## src/rtl/wmcd_pkg.sv

```systemverilog
`default_nettype none
package wmcd_pkg;

  // limits of the display geometry and of one burst of results
  localparam int unsigned MAX_COLUMNS = 4096;
  localparam int unsigned MAX_BURST   = 64;

  // field and register widths
  localparam int unsigned SAMPLE_W = 16;
  localparam int unsigned COL_W    = 12;
  localparam int unsigned ROW_W    = 12;
  localparam int unsigned FRAME_W  = 32;
  localparam int unsigned CCOUNT_W = 13;
  localparam int unsigned HALF_W   = 12;
  localparam int unsigned REM_W    = 12;
  localparam int unsigned CFG_IDX_W = 2;
  localparam int unsigned CFG_DATA_W = 32;

  // divider: dividend is column index times frame count
  localparam int unsigned DIV_W     = CCOUNT_W + FRAME_W;
  localparam int unsigned DIV_CNT_W = $clog2(DIV_W);

  // burst counter holds 0 .. MAX_BURST
  localparam int unsigned BURST_W = $clog2(MAX_BURST + 1);

  // row scaling: extreme * half_height / 40960, 40960 = 8192 * 5
  localparam int unsigned PROD_W       = SAMPLE_W + HALF_W + 1;
  localparam int unsigned ROW_SHIFT    = 13;
  localparam int unsigned RECIP_SHIFT  = 18;
  localparam logic [15:0] RECIP_FIVE   = 16'd52429;
  localparam int unsigned ROW_MAX      = 4095;

  // empty running extremes
  localparam logic signed [SAMPLE_W-1:0] EMPTY_MIN = 16'sh7FFF;
  localparam logic signed [SAMPLE_W-1:0] EMPTY_MAX = 16'sh8000;

  // reset values of the configuration registers
  localparam logic [FRAME_W-1:0]  RST_VIEW_FRAMES  = 32'd640;
  localparam logic [CCOUNT_W-1:0] RST_COLUMN_COUNT = 13'd640;
  localparam logic [HALF_W-1:0]   RST_HALF_HEIGHT  = 12'd240;

  // configuration register indexes
  localparam logic [CFG_IDX_W-1:0] CFG_VIEW_FRAMES  = 2'd0;
  localparam logic [CFG_IDX_W-1:0] CFG_COLUMN_COUNT = 2'd1;
  localparam logic [CFG_IDX_W-1:0] CFG_HALF_HEIGHT  = 2'd2;

  typedef struct packed {
    logic signed [SAMPLE_W-1:0] sample;
    logic                       first;
  } in_word_t;

  typedef struct packed {
    logic [COL_W-1:0] column;
    logic [ROW_W-1:0] top_row;
    logic [ROW_W-1:0] bottom_row;
    logic             last;
    logic             overflow;
  } out_word_t;

  // controller to datapath
  typedef struct packed {
    logic take_in;
    logic div_go;
    logic div_sel_next;
    logic load_step;
    logic mul_next;
    logic load_next;
    logic begin_item;
    logic row_mul;
    logic row_div;
    logic close_col;
    logic emit_last;
  } cmd_t;

  // datapath to controller
  typedef struct packed {
    logic dirty;
    logic restart;
    logic skip;
    logic close_due;
    logic burst_full;
    logic last_col;
    logic div_done;
    logic out_free;
    logic pend_valid;
  } status_t;

endpackage
`default_nettype wire

```

## src/rtl/wmcd_div.sv

```systemverilog
`default_nettype none
module wmcd_div (
  input  wire logic                                clk_i,
  input  wire logic                                rst_ni,
  input  wire logic                                start_i,
  input  wire logic [wmcd_pkg::DIV_W-1:0]          dividend_i,
  input  wire logic [wmcd_pkg::CCOUNT_W-1:0]       divisor_i,
  output logic                                     done_o,
  output logic [wmcd_pkg::DIV_W-1:0]               quot_o,
  output logic [wmcd_pkg::REM_W-1:0]               rem_o
);

  logic                              busy_q, busy_d;
  logic                              done_q, done_d;
  logic [wmcd_pkg::DIV_CNT_W-1:0]    cnt_q, cnt_d;
  logic [wmcd_pkg::DIV_W-1:0]        acc_q, acc_d;
  logic [wmcd_pkg::REM_W-1:0]        rem_q, rem_d;
  logic [wmcd_pkg::CCOUNT_W-1:0]     dsr_q, dsr_d;
  logic [wmcd_pkg::CCOUNT_W-1:0]     trial;
  logic                              ge;

  // one quotient bit per cycle, restoring
  always_comb begin
    trial  = {rem_q, acc_q[wmcd_pkg::DIV_W-1]};
    ge     = trial >= dsr_q;
    busy_d = busy_q;
    done_d = 1'b0;
    cnt_d  = cnt_q;
    acc_d  = acc_q;
    rem_d  = rem_q;
    dsr_d  = dsr_q;
    if (start_i) begin
      busy_d = 1'b1;
      cnt_d  = wmcd_pkg::DIV_CNT_W'(wmcd_pkg::DIV_W - 1);
      acc_d  = dividend_i;
      rem_d  = '0;
      dsr_d  = divisor_i;
    end else if (busy_q) begin
      acc_d = {acc_q[wmcd_pkg::DIV_W-2:0], ge};
      rem_d = ge ? wmcd_pkg::REM_W'(trial - dsr_q) : trial[wmcd_pkg::REM_W-1:0];
      cnt_d = cnt_q - 1'b1;
      if (cnt_q == '0) begin
        busy_d = 1'b0;
        done_d = 1'b1;
      end
    end
  end

  // control
  always_ff @(posedge clk_i or negedge rst_ni) begin
    if (!rst_ni) begin
      busy_q <= 1'b0;
      done_q <= 1'b0;
    end else begin
      busy_q <= busy_d;
      done_q <= done_d;
    end
  end

  // operands
  always_ff @(posedge clk_i) begin
    cnt_q <= cnt_d;
    acc_q <= acc_d;
    rem_q <= rem_d;
    dsr_q <= dsr_d;
  end

  assign done_o = done_q;
  assign quot_o = acc_q;
  assign rem_o  = rem_q;

endmodule
`default_nettype wire

```

## src/rtl/wmcd_ctrl.sv

```systemverilog
`default_nettype none
module wmcd_ctrl (
  input  wire logic              clk_i,
  input  wire logic              rst_ni,
  input  wire logic              in_valid_i,
  input  wire wmcd_pkg::status_t status_i,
  output wmcd_pkg::cmd_t         cmd_o,
  output logic                   in_stall_o
);

  typedef enum logic [11:0] {
    ST_IDLE    = 12'b0000_0000_0001,
    ST_DIV_A   = 12'b0000_0000_0010,
    ST_WAIT_A  = 12'b0000_0000_0100,
    ST_MUL     = 12'b0000_0000_1000,
    ST_DIV_B   = 12'b0000_0001_0000,
    ST_WAIT_B  = 12'b0000_0010_0000,
    ST_BEGIN   = 12'b0000_0100_0000,
    ST_CHECK   = 12'b0000_1000_0000,
    ST_ROW_MUL = 12'b0001_0000_0000,
    ST_ROW_DIV = 12'b0010_0000_0000,
    ST_CLOSE   = 12'b0100_0000_0000,
    ST_FINISH  = 12'b1000_0000_0000
  } state_e;

  state_e state_q, state_d;
  logic   close_ok;

  // a column may close once the finished result has somewhere to go
  assign close_ok = status_i.burst_full || !status_i.pend_valid || status_i.out_free;

  // next state and commands
  always_comb begin
    state_d = state_q;
    cmd_o   = '0;
    unique case (state_q)
      ST_IDLE: begin
        if (in_valid_i) begin
          cmd_o.take_in = 1'b1;
          state_d = status_i.dirty ? ST_DIV_A : ST_BEGIN;
        end
      end
      ST_DIV_A: begin
        cmd_o.div_go = 1'b1;
        state_d = ST_WAIT_A;
      end
      ST_WAIT_A: begin
        if (status_i.div_done) begin
          cmd_o.load_step = 1'b1;
          state_d = status_i.restart ? ST_BEGIN : ST_MUL;
        end
      end
      ST_MUL: begin
        cmd_o.mul_next = 1'b1;
        state_d = ST_DIV_B;
      end
      ST_DIV_B: begin
        cmd_o.div_go       = 1'b1;
        cmd_o.div_sel_next = 1'b1;
        state_d = ST_WAIT_B;
      end
      ST_WAIT_B: begin
        if (status_i.div_done) begin
          cmd_o.load_next = 1'b1;
          state_d = ST_BEGIN;
        end
      end
      ST_BEGIN: begin
        cmd_o.begin_item = 1'b1;
        state_d = status_i.skip ? ST_IDLE : ST_CHECK;
      end
      ST_CHECK: begin
        if (!status_i.close_due) begin
          state_d = ST_FINISH;
        end else if (status_i.burst_full) begin
          state_d = ST_CLOSE;
        end else begin
          state_d = ST_ROW_MUL;
        end
      end
      ST_ROW_MUL: begin
        cmd_o.row_mul = 1'b1;
        state_d = ST_ROW_DIV;
      end
      ST_ROW_DIV: begin
        cmd_o.row_div = 1'b1;
        state_d = ST_CLOSE;
      end
      ST_CLOSE: begin
        if (close_ok) begin
          cmd_o.close_col = 1'b1;
          state_d = status_i.last_col ? ST_FINISH : ST_CHECK;
        end
      end
      ST_FINISH: begin
        if (!status_i.pend_valid) begin
          state_d = ST_IDLE;
        end else if (status_i.out_free) begin
          cmd_o.emit_last = 1'b1;
          state_d = ST_IDLE;
        end
      end
      default: begin
        state_d = ST_IDLE;
      end
    endcase
  end

  always_ff @(posedge clk_i or negedge rst_ni) begin
    if (!rst_ni) begin
      state_q <= ST_IDLE;
    end else begin
      state_q <= state_d;
    end
  end

  assign in_stall_o = (state_q != ST_IDLE);

endmodule
`default_nettype wire

```

## src/rtl/wmcd_dpath.sv

```systemverilog
`default_nettype none
module wmcd_dpath (
  input  wire logic                                clk_i,
  input  wire logic                                rst_ni,
  input  wire wmcd_pkg::in_word_t                  in_word_i,
  input  wire logic                                cfg_we_i,
  input  wire logic [wmcd_pkg::CFG_IDX_W-1:0]      cfg_index_i,
  input  wire logic [wmcd_pkg::CFG_DATA_W-1:0]     cfg_data_i,
  input  wire wmcd_pkg::cmd_t                      cmd_i,
  output wmcd_pkg::status_t                        status_o,
  output logic                                     out_valid_o,
  output wmcd_pkg::out_word_t                      out_word_o,
  input  wire logic                                out_stall_i
);

  // configuration
  logic [wmcd_pkg::FRAME_W-1:0]  view_frames_q;
  logic [wmcd_pkg::CCOUNT_W-1:0] column_count_q;
  logic [wmcd_pkg::HALF_W-1:0]   half_height_q;
  logic                          dirty_q;
  logic [wmcd_pkg::FRAME_W-1:0]  n_eff;
  logic [wmcd_pkg::CCOUNT_W-1:0] w_eff;

  // frames per column, quotient and remainder
  logic [wmcd_pkg::FRAME_W-1:0]  step_quot_q;
  logic [wmcd_pkg::REM_W-1:0]    step_rem_q;

  // column walk
  logic [wmcd_pkg::COL_W-1:0]    column_pos_q;
  logic [wmcd_pkg::FRAME_W-1:0]  sample_pos_q;
  logic [wmcd_pkg::FRAME_W-1:0]  column_end_q;
  logic [wmcd_pkg::FRAME_W-1:0]  next_bound_q;
  logic [wmcd_pkg::REM_W-1:0]    end_remainder_q;
  logic signed [wmcd_pkg::SAMPLE_W-1:0] running_min_q;
  logic signed [wmcd_pkg::SAMPLE_W-1:0] running_max_q;
  logic                          pass_done_q;

  // current word
  logic signed [wmcd_pkg::SAMPLE_W-1:0] sample_q;
  logic                          first_q;
  logic [wmcd_pkg::FRAME_W-1:0]  here_q;

  // row arithmetic
  logic [wmcd_pkg::DIV_W-1:0]    prod_q;
  logic signed [wmcd_pkg::PROD_W-1:0] prod_max_q;
  logic signed [wmcd_pkg::PROD_W-1:0] prod_min_q;
  logic [wmcd_pkg::ROW_W-1:0]    top_q;
  logic [wmcd_pkg::ROW_W-1:0]    bot_q;

  // pending result and output register
  wmcd_pkg::out_word_t           pend_q;
  logic                          pend_valid_q;
  logic [wmcd_pkg::BURST_W-1:0]  burst_cnt_q;
  logic                          over_q;
  wmcd_pkg::out_word_t           out_word_q;
  logic                          out_valid_q;

  // divider
  logic [wmcd_pkg::DIV_W-1:0]    div_dividend;
  logic                          div_done;
  logic [wmcd_pkg::DIV_W-1:0]    div_quot;
  logic [wmcd_pkg::REM_W-1:0]    div_rem;

  // combinational helpers
  logic                          restart;
  logic                          skip;
  logic                          last_col;
  logic                          burst_full;
  logic                          out_free;
  logic                          push_mid;
  logic [wmcd_pkg::CCOUNT_W-1:0] col_next;
  logic [wmcd_pkg::CCOUNT_W-1:0] rsum;
  logic                          carry;
  logic [wmcd_pkg::REM_W-1:0]    rem_new;
  logic [wmcd_pkg::FRAME_W-1:0]  bound_new;
  logic [wmcd_pkg::FRAME_W-1:0]  end_new;
  logic                          fold_new;
  logic [wmcd_pkg::FRAME_W-1:0]  start_pos;
  logic signed [wmcd_pkg::SAMPLE_W-1:0] min_fold;
  logic signed [wmcd_pkg::SAMPLE_W-1:0] max_fold;

  // pixel row of one extreme: half_height minus product / 40960, toward zero, clamped to 0 .. 4095
  function automatic logic [wmcd_pkg::ROW_W-1:0] row_of(
    input logic signed [wmcd_pkg::PROD_W-1:0] p,
    input logic [wmcd_pkg::HALF_W-1:0]        h
  );
    logic [wmcd_pkg::PROD_W-1:0] mag;
    logic [14:0]                 a;
    logic [30:0]                 scaled;
    logic [12:0]                 q;
    logic signed [14:0]          r;
    mag    = p[wmcd_pkg::PROD_W-1] ? wmcd_pkg::PROD_W'(~p + 1'b1) : p;
    a      = 15'(mag >> wmcd_pkg::ROW_SHIFT);
    scaled = 31'(a) * 31'(wmcd_pkg::RECIP_FIVE);
    q      = 13'(scaled >> wmcd_pkg::RECIP_SHIFT);
    if (p[wmcd_pkg::PROD_W-1]) begin
      r = $signed({3'b000, h}) + $signed({2'b00, q});
    end else begin
      r = $signed({3'b000, h}) - $signed({2'b00, q});
    end
    if (r < 0) begin
      row_of = '0;
    end else if (r > 15'(wmcd_pkg::ROW_MAX)) begin
      row_of = wmcd_pkg::ROW_W'(wmcd_pkg::ROW_MAX);
    end else begin
      row_of = r[wmcd_pkg::ROW_W-1:0];
    end
  endfunction

  // effective frame and column counts
  assign n_eff = (view_frames_q < 32'd2) ? 32'd2 : view_frames_q;
  always_comb begin
    if (column_count_q == '0) begin
      w_eff = 13'd1;
    end else if (column_count_q > wmcd_pkg::CCOUNT_W'(wmcd_pkg::MAX_COLUMNS)) begin
      w_eff = wmcd_pkg::CCOUNT_W'(wmcd_pkg::MAX_COLUMNS);
    end else begin
      w_eff = column_count_q;
    end
  end

  // pass status
  assign restart    = first_q || ((sample_pos_q == '0) && (column_pos_q == '0) && !pass_done_q);
  assign skip       = !restart && pass_done_q;
  assign col_next   = {1'b0, column_pos_q} + 13'd1;
  assign last_col   = col_next >= w_eff;
  assign burst_full = (burst_cnt_q == wmcd_pkg::BURST_W'(wmcd_pkg::MAX_BURST));
  assign out_free   = !out_valid_q || !out_stall_i;
  assign push_mid   = cmd_i.close_col && !burst_full && pend_valid_q;

  // next column boundary by exact stepping
  assign rsum      = {1'b0, end_remainder_q} + {1'b0, step_rem_q};
  assign carry     = rsum >= w_eff;
  assign rem_new   = carry ? wmcd_pkg::REM_W'(rsum - w_eff) : rsum[wmcd_pkg::REM_W-1:0];
  assign bound_new = next_bound_q + step_quot_q + {31'b0, carry};
  assign end_new   = (bound_new > next_bound_q) ? bound_new : (next_bound_q + 32'd1);
  assign fold_new  = next_bound_q <= here_q;

  // first sample of the word's fold
  assign start_pos = restart ? '0 : sample_pos_q;
  assign min_fold  = (restart || (sample_q < running_min_q)) ? sample_q : running_min_q;
  assign max_fold  = (restart || (sample_q > running_max_q)) ? sample_q : running_max_q;

  // shared divider: frames per column, or a fresh boundary
  assign div_dividend = cmd_i.div_sel_next ? prod_q : {13'b0, n_eff};

  wmcd_div u_div (
    .clk_i      (clk_i),
    .rst_ni     (rst_ni),
    .start_i    (cmd_i.div_go),
    .dividend_i (div_dividend),
    .divisor_i  (w_eff),
    .done_o     (div_done),
    .quot_o     (div_quot),
    .rem_o      (div_rem)
  );

  // configuration registers
  always_ff @(posedge clk_i or negedge rst_ni) begin
    if (!rst_ni) begin
      view_frames_q  <= wmcd_pkg::RST_VIEW_FRAMES;
      column_count_q <= wmcd_pkg::RST_COLUMN_COUNT;
      half_height_q  <= wmcd_pkg::RST_HALF_HEIGHT;
      dirty_q        <= 1'b1;
    end else begin
      if (cmd_i.load_step) begin
        dirty_q <= 1'b0;
      end
      if (cfg_we_i) begin
        unique case (cfg_index_i)
          wmcd_pkg::CFG_VIEW_FRAMES: begin
            view_frames_q <= cfg_data_i;
            dirty_q       <= 1'b1;
          end
          wmcd_pkg::CFG_COLUMN_COUNT: begin
            column_count_q <= cfg_data_i[wmcd_pkg::CCOUNT_W-1:0];
            dirty_q        <= 1'b1;
          end
          wmcd_pkg::CFG_HALF_HEIGHT: begin
            half_height_q <= cfg_data_i[wmcd_pkg::HALF_W-1:0];
          end
          default: begin
          end
        endcase
      end
    end
  end

  // column walk state
  always_ff @(posedge clk_i or negedge rst_ni) begin
    if (!rst_ni) begin
      column_pos_q    <= '0;
      sample_pos_q    <= '0;
      column_end_q    <= '0;
      next_bound_q    <= '0;
      end_remainder_q <= '0;
      running_min_q   <= wmcd_pkg::EMPTY_MIN;
      running_max_q   <= wmcd_pkg::EMPTY_MAX;
      pass_done_q     <= 1'b0;
      pend_valid_q    <= 1'b0;
      burst_cnt_q     <= '0;
      over_q          <= 1'b0;
      out_valid_q     <= 1'b0;
    end else begin
      if (cmd_i.load_next) begin
        next_bound_q    <= div_quot[wmcd_pkg::FRAME_W-1:0];
        end_remainder_q <= div_rem;
      end
      if (cmd_i.begin_item && !skip) begin
        sample_pos_q  <= start_pos + 32'd1;
        running_min_q <= min_fold;
        running_max_q <= max_fold;
        burst_cnt_q   <= '0;
        over_q        <= 1'b0;
        pend_valid_q  <= 1'b0;
        if (restart) begin
          column_pos_q    <= '0;
          pass_done_q     <= 1'b0;
          column_end_q    <= (step_quot_q != '0) ? step_quot_q : 32'd1;
          next_bound_q    <= step_quot_q;
          end_remainder_q <= step_rem_q;
        end
      end
      // close the column and enter the next one, or end the pass on the last column
      if (cmd_i.close_col) begin
        if (burst_full) begin
          over_q <= 1'b1;
        end else begin
          pend_valid_q <= 1'b1;
          burst_cnt_q  <= burst_cnt_q + 1'b1;
        end
        if (last_col) begin
          pass_done_q   <= 1'b1;
          running_min_q <= wmcd_pkg::EMPTY_MIN;
          running_max_q <= wmcd_pkg::EMPTY_MAX;
        end else begin
          column_pos_q    <= col_next[wmcd_pkg::COL_W-1:0];
          column_end_q    <= end_new;
          next_bound_q    <= bound_new;
          end_remainder_q <= rem_new;
          running_min_q   <= fold_new ? sample_q : wmcd_pkg::EMPTY_MIN;
          running_max_q   <= fold_new ? sample_q : wmcd_pkg::EMPTY_MAX;
        end
      end
      if (cmd_i.emit_last) begin
        pend_valid_q <= 1'b0;
      end
      // output register
      if (push_mid || cmd_i.emit_last) begin
        out_valid_q <= 1'b1;
      end else if (!out_stall_i) begin
        out_valid_q <= 1'b0;
      end
    end
  end

  // payload registers
  always_ff @(posedge clk_i) begin
    if (cmd_i.take_in) begin
      sample_q <= in_word_i.sample;
      first_q  <= in_word_i.first;
    end
    if (cmd_i.load_step) begin
      step_quot_q <= div_quot[wmcd_pkg::FRAME_W-1:0];
      step_rem_q  <= div_rem;
    end
    if (cmd_i.mul_next) begin
      prod_q <= {32'b0, col_next} * {13'b0, n_eff};
    end
    if (cmd_i.begin_item) begin
      here_q <= start_pos;
    end
    if (cmd_i.row_mul) begin
      prod_max_q <= running_max_q * $signed({1'b0, half_height_q});
      prod_min_q <= running_min_q * $signed({1'b0, half_height_q});
    end
    if (cmd_i.row_div) begin
      top_q <= row_of(prod_max_q, half_height_q);
      bot_q <= row_of(prod_min_q, half_height_q);
    end
    if (cmd_i.close_col && !burst_full) begin
      pend_q.column     <= column_pos_q;
      pend_q.top_row    <= top_q;
      pend_q.bottom_row <= bot_q;
      pend_q.last       <= 1'b0;
      pend_q.overflow   <= 1'b0;
    end
    if (push_mid) begin
      out_word_q <= pend_q;
    end else if (cmd_i.emit_last) begin
      // closing word of the sample carries last and the overflow flag
      out_word_q <= {pend_q.column, pend_q.top_row, pend_q.bottom_row, 1'b1, over_q};
    end
  end

  // status to the controller
  always_comb begin
    status_o            = '0;
    status_o.dirty      = dirty_q;
    status_o.restart    = restart;
    status_o.skip       = skip;
    status_o.close_due  = {1'b0, column_end_q} <= ({1'b0, here_q} + 33'd1);
    status_o.burst_full = burst_full;
    status_o.last_col   = last_col;
    status_o.div_done   = div_done;
    status_o.out_free   = out_free;
    status_o.pend_valid = pend_valid_q;
  end

  assign out_valid_o = out_valid_q;
  assign out_word_o  = out_word_q;

endmodule
`default_nettype wire

```

## src/rtl/waveform_minmax_column_decimator.sv

```systemverilog
`default_nettype none
// Min/max peak decimator for a waveform view. Samples of the visible window
// stream in, one word each, and every display column that ends on a sample
// gives one word with its top and bottom pixel rows; the last word of a sample
// carries last, and overflow when more than 64 columns fell on it. A sample
// that closes no column passes accept, fold, boundary check and finish; each
// column it closes adds check, product, scale and close, and each column
// dropped past the burst limit adds check and close. The first sample after
// a write to view_frames or column_count waits while the 45-step bit-serial
// divider finds frames per column; when that sample does not restart the
// pass, a second division finds the boundary of the next column. A stalled
// output holds the closing column in place.
module waveform_minmax_column_decimator (
  input  wire logic                            clk_i,
  input  wire logic                            rst_ni,
  input  wire logic                            in_valid_i,
  output logic                                 in_stall_o,
  input  wire wmcd_pkg::in_word_t              in_word_i,
  output logic                                 out_valid_o,
  input  wire logic                            out_stall_i,
  output wmcd_pkg::out_word_t                  out_word_o,
  input  wire logic                            cfg_valid_i,
  output logic                                 cfg_ready_o,
  input  wire logic [wmcd_pkg::CFG_IDX_W-1:0]  cfg_index_i,
  input  wire logic [wmcd_pkg::CFG_DATA_W-1:0] cfg_data_i
);

  wmcd_pkg::cmd_t    cmd;
  wmcd_pkg::status_t status;

  // registers are always writable
  assign cfg_ready_o = 1'b1;

  wmcd_ctrl u_ctrl (
    .clk_i      (clk_i),
    .rst_ni     (rst_ni),
    .in_valid_i (in_valid_i),
    .status_i   (status),
    .cmd_o      (cmd),
    .in_stall_o (in_stall_o)
  );

  wmcd_dpath u_dpath (
    .clk_i       (clk_i),
    .rst_ni      (rst_ni),
    .in_word_i   (in_word_i),
    .cfg_we_i    (cfg_valid_i && cfg_ready_o),
    .cfg_index_i (cfg_index_i),
    .cfg_data_i  (cfg_data_i),
    .cmd_i       (cmd),
    .status_o    (status),
    .out_valid_o (out_valid_o),
    .out_word_o  (out_word_o),
    .out_stall_i (out_stall_i)
  );

  // a taken word blocks the input until its columns are done
  a_busy_after_take: assert property (@(posedge clk_i) disable iff (!rst_ni)
    (in_valid_i && !in_stall_o) |=> in_stall_o)
    else $error("input not stalled after a word was taken");

  // a result only moves into a free output register
  a_push_free: assert property (@(posedge clk_i) disable iff (!rst_ni)
    (cmd.emit_last || (cmd.close_col && !status.burst_full && status.pend_valid))
      |-> status.out_free)
    else $error("result pushed into a full output register");

  // overflow is only flagged on the closing word of a sample
  a_overflow_last: assert property (@(posedge clk_i) disable iff (!rst_ni)
    (out_valid_o && out_word_o.overflow) |-> out_word_o.last)
    else $error("overflow on a word that is not last");

endmodule
`default_nettype wire
```

## config.mk

```make
export PLATFORM = sky130hd
export DESIGN_NAME = waveform_minmax_column_decimator
export DESIGN_NICKNAME = d
export VERILOG_FILES = /design/src/rtl/wmcd_pkg.sv /design/src/rtl/wmcd_div.sv /design/src/rtl/wmcd_ctrl.sv /design/src/rtl/wmcd_dpath.sv /design/src/rtl/waveform_minmax_column_decimator.sv
export SDC_FILE = /design/constraint.sdc
export NUM_CORES = 2
export LEC_CHECK = 0
export ABC_AREA = 1
export ABC_CLOCK_PERIOD_IN_PS = 9800
export BUFFER_PORTS_ARGS = -buffer_cell sky130_fd_sc_hd__buf_4
export CORE_ASPECT_RATIO = 1.25
export CORE_UTILIZATION = 45
export CTS_BUF_LIST = sky130_fd_sc_hd__clkbuf_4 sky130_fd_sc_hd__clkbuf_8
export DETAILED_ROUTE_END_ITERATION = 8
export SLEW_MARGIN = 20
export SYNTH_ARGS = -nofsm -noshare
export SYNTH_HDL_FRONTEND = slang
export SYNTH_SLANG_ARGS = --single-unit
```

## constraint.sdc

```tcl
create_clock -name clk_i -period 9.8 [get_ports clk_i]
set_input_delay 0.49 -clock clk_i [delete_from_list [all_inputs] [get_ports clk_i]]
set_output_delay 0.49 -clock clk_i [all_outputs]
set_load 0.02 [all_outputs]
```

==> flow_metrics.py <==
metrics = {
    "synth": {
        "avgSynthCellArea_sq_um": 8.34,
        "synth_edf_count": 352,
        "ys.warnings.count": 0,
        "synth_cell_types": 74,
        "synth_area_sq_um": 70600,
        "synth_cells": 8468,
        "ys.flop_type": "edfxtp_1",
        "synth-async-reset-ratio": 0.388,
        "ys_ff_latch": 605,
        "ys_seq_area_frac": 0.239,
        "syn_nets": 10034,
    },
    "detailed_routing": {
        "routed-via-count": 56402,
        "drcViolationCount": 12,
        "ant_nets": 0,
        "drt_wl_total_mm": 203,
        "dr.pass1.iters": 9,
        "drt_iter0_markers": 3916,
        "via_per_inst": 5.28,
        "wl_per_cell_um": 19.0,
    },
    "setup_path": {
        "cp_top_family": "adder cells",
        "crit_type": "reg -> reg",
        "cp_num_cells": 42,
        "critPathArrivalTime_ns": 9.53,
        "crit_top_cell": "inv_1",
        "path_buf_inv": 10,
        "start_kind": "flop",
        "slowest_stage": "fa_1",
        "max_stage_delay_ns": 0.56,
        "r2r_cells": 42,
        "critPathMaxFanout": 12,
        "end_kind": "flop",
        "worstPathRequired_ns": 10.45,
    },
    "floorplan": {
        "die_area_sq_um": 158000,
        "initial_core_util": 0.453,
        "die_x_um": 356,
        "rows": 162,
        "io_pins": 97,
        "die_height_um": 445,
        "core_sq_um": 156000,
    },
    "clock_tree": {
        "clock_latency_ns": 0.90,
        "root_buffer": "clkbuf_8",
        "cts_sinks": 605,
        "cts_made_buffers": 111,
        "clk_pin_slew_worst_paths_ns": 0.06,
        "cts_max_path_buffers": 3,
        "cts_tree": "built",
        "h-tree-depth": 3,
        "post-cts-setup-buffer-count": 0,
    },
    "finish": {
        "stdcell_area_sq_um": 76400,
        "fill_cells": 15073,
        "fin_nets": 10094,
        "area_growth_pct": 8.19,
        "drive_above_1_share": 0.0529,
        "fin_util": 0.490,
    },
    "grt": {
        "grt_pass1_wl_mm": 324,
        "grt_max_degree": 102,
        "gr-usage-met2": 0.478,
        "antenna_found_initial": 7,
        "grtUsageMet3": 0.0274,
        "use_met1": 0.314,
        "grt_use_total": 0.261,
        "grt_overflow": 0,
        "grt_pass1_vias": 59125,
        "grt_busiest_layer": "met2",
    },
    "hold_path": {
        "holdPathStages": 3,
        "hp-class": "in -> reg",
    },
    "flow_run": {
        "maxCapViolCount": 0,
    },
    "place": {
        "post_dp_cell_area_sq_um": 73400,
        "dp_hpwl_mm": 162,
        "globalplace.congestion": 0.926,
        "io_buffers": 95,
    },
    "timing": {
        "max_freq_ghz": 0.113,
        "rsz0062_at_grt": "false",
        "report.final.hold_viol_count": 0,
        "tightest_slew_ns": 1.10,
        "setup_tns_ns": 0,
        "drv_slew": 0,
        "clock_skew_ns": 0.0857,
        "slew_headroom": 0.270,
        "finalCritPeriodShare": 0.907,
        "setup_violations": 0,
        "period_minus_slack_ns": 8.89,
    },
    "outcome": {
        "outcome": "finished, violations left",
        "violations": "DRC",
    },
}
## layer usage
| metal | vias to the layer above | wire, um |
|---|---|---|
| li1 | 26943 | - |
| met1 | 27709 | 82100 |
| met2 | 1369 | 105000 |
| met3 | 375 | 8480 |
| met4 | 6 | 7350 |
| met5 | - | 40 |
## Yosys cell counts, types with 7 or more instances
master / number / area, sq um
buf_1: 21 / 78.8
buf_2: 29 / 145
o221ai_1: 8 / 70.1
nor2_1: 617 / 2320
a221oi_1: 7 / 61.3
fa_1: 803 / 16100
inv_1: 1689 / 6340
o22ai_1: 33 / 206
inv_2: 10 / 37.5
dfstp_2: 26 / 683
nand3b_1: 14 / 105
a21boi_0: 8 / 60.1
nor2_2: 7 / 43.8
a21o_1: 23 / 173
or2_0: 16 / 100
o21bai_1: 20 / 150
dfrtp_1: 209 / 5230
xnor2_1: 84 / 736
clkbuf_1: 205 / 769
a31oi_1: 43 / 269
a211oi_1: 10 / 75.1
or2_2: 13 / 81.3
nand3_1: 227 / 1140
edfxtp_1: 352 / 10600
o21ai_0: 409 / 2050
nand2_1: 1783 / 6690
o211ai_1: 74 / 556
nand4_1: 90 / 563
o21a_1: 17 / 128
a21oi_1: 398 / 1990
nor4_1: 64 / 400
nor2_4: 7 / 78.8
a22o_1: 12 / 105
xor2_1: 233 / 2040
nor3_1: 87 / 435
ha_1: 707 / 8850
o31ai_1: 15 / 113
dfxtp_1: 18 / 360
## cell families after synthesis
group	Yosys count	synth area share
and+or+nand+nor	2962	0.174
adders and majority gates	1510	0.353
AOI/OAI and AO/OA	1109	0.0890
xor gates and xnor gates	317	0.0393
DFF	605	0.239
buffers and inverters	1961	0.105
muxes	3	0.000425
other	1	0.0000531
## sequential cells by signal, indices dropped and copies added (netlist names), 29 cells and up
name	cells
u_dpath.prod_q	45
u_dpath.u_div.quot_o	45
u_dpath.view_frames_q	32
u_dpath.here_q	32
u_dpath.next_bound_q	32
u_dpath.pend_q	36
u_dpath.sample_pos_q	32
u_dpath.prod_min_q	29
u_dpath.out_word_o	38
u_dpath.prod_max_q	29
u_dpath.column_end_q	32
u_dpath.step_quot_q	32
## worst paths after layout
kind | start | slack (ns) | end
min in group asynchronous | rst_ni | 0.19 | u_dpath.view_frames_q[26]
max | u_dpath.prod_max_q[3] | 0.91 | u_dpath.top_q[3]
max in group asynchronous | rst_ni | 8.06 | u_dpath.view_frames_q[1]
max reg2reg | u_dpath.prod_max_q[3] | 0.91 | u_dpath.top_q[3]
min reg2reg | u_dpath.pend_q[26] | 0.34 | u_dpath.out_word_o[26]
min | cfg_data_i[10] | 0.07 | u_dpath.half_height_q[10]
## worst reg2reg max path, delay by kind of cell (launching register included)
family,cells,cell delay (ns)
AOI/OAI and AO/OA,6,1.06
xor gates and xnor gates,2,0.46
adders and majority gates,8,3.69
buffers and inverters,10,0.85
DFF,1,0.39
and+or+nand+nor,16,2.22
## per-stage QoR
step	setup slack (ns)	cells	hold WS (ns)
2_1_floorplan	1.99	8468	0.194
3_3_place_gp	0.877	10415	0.401
3_5_place_dp	0.738	10415	0.405
4_1_cts	0.715	10674	0.00615
5_1_grt	0.0718	10675	0.0599
6_report	0.914	10676	0.0718
## timing repair
item                                    CTS  global route
hold endpoints to repair                131             0
gates resized for setup                   0             4
hold buffers                             50             0
endpoints found under the setup margin    0            12
## layout make-up
type / count / area (sq um) / area share
clock buffers: 150 / 1930 / 0.0252
repair buffers: 206 / 1680 / 0.0220
flip-flops and latches: 605 / 16800 / 0.221
multi-input cells: 5902 / 46400 / 0.607
diodes: 2 / 5.00 / 0.0000655
inverters: 1702 / 6400 / 0.0838
well taps: 2050 / 2560 / 0.0336
clock inverters: 59 / 562 / 0.00736
## placed cells by master (no fill, tap or decap), types with 9 or more instances in the layout
cell type	netlist	final
o21bai_1	20	20
edfxtp_1	352	352
o22ai_1	33	33
nor2_2	7	9
dlygate4sd3_1	0	50
nor2_1	617	612
o21ai_0	409	407
clkinv_2	0	18
nand2_1	1783	1781
clkbuf_8	0	128
xor2_1	233	232
dfstp_2	26	26
a21o_1	23	23
a211oi_1	10	10
o211ai_1	74	74
o21a_1	17	17
a22o_1	12	12
inv_1	1689	1685
buf_4	2	155
a21oi_1	398	397
nor3_1	87	87
clkbuf_4	0	22
ha_1	707	707
nand3b_1	14	14
inv_2	10	12
nand4_1	90	90
clkinv_1	2	20
nor2_4	7	10
dfxtp_1	18	18
xnor2_1	84	84
a31oi_1	43	43
o31ai_1	15	15
or2_0	16	16
or2_2	13	13
nor4_1	64	63
nand3_1	227	227
fa_1	803	803
dfrtp_1	209	209
Power is not shown: default switching activity piles up to over one toggle a cycle in this logic, so the estimate is an artifact.
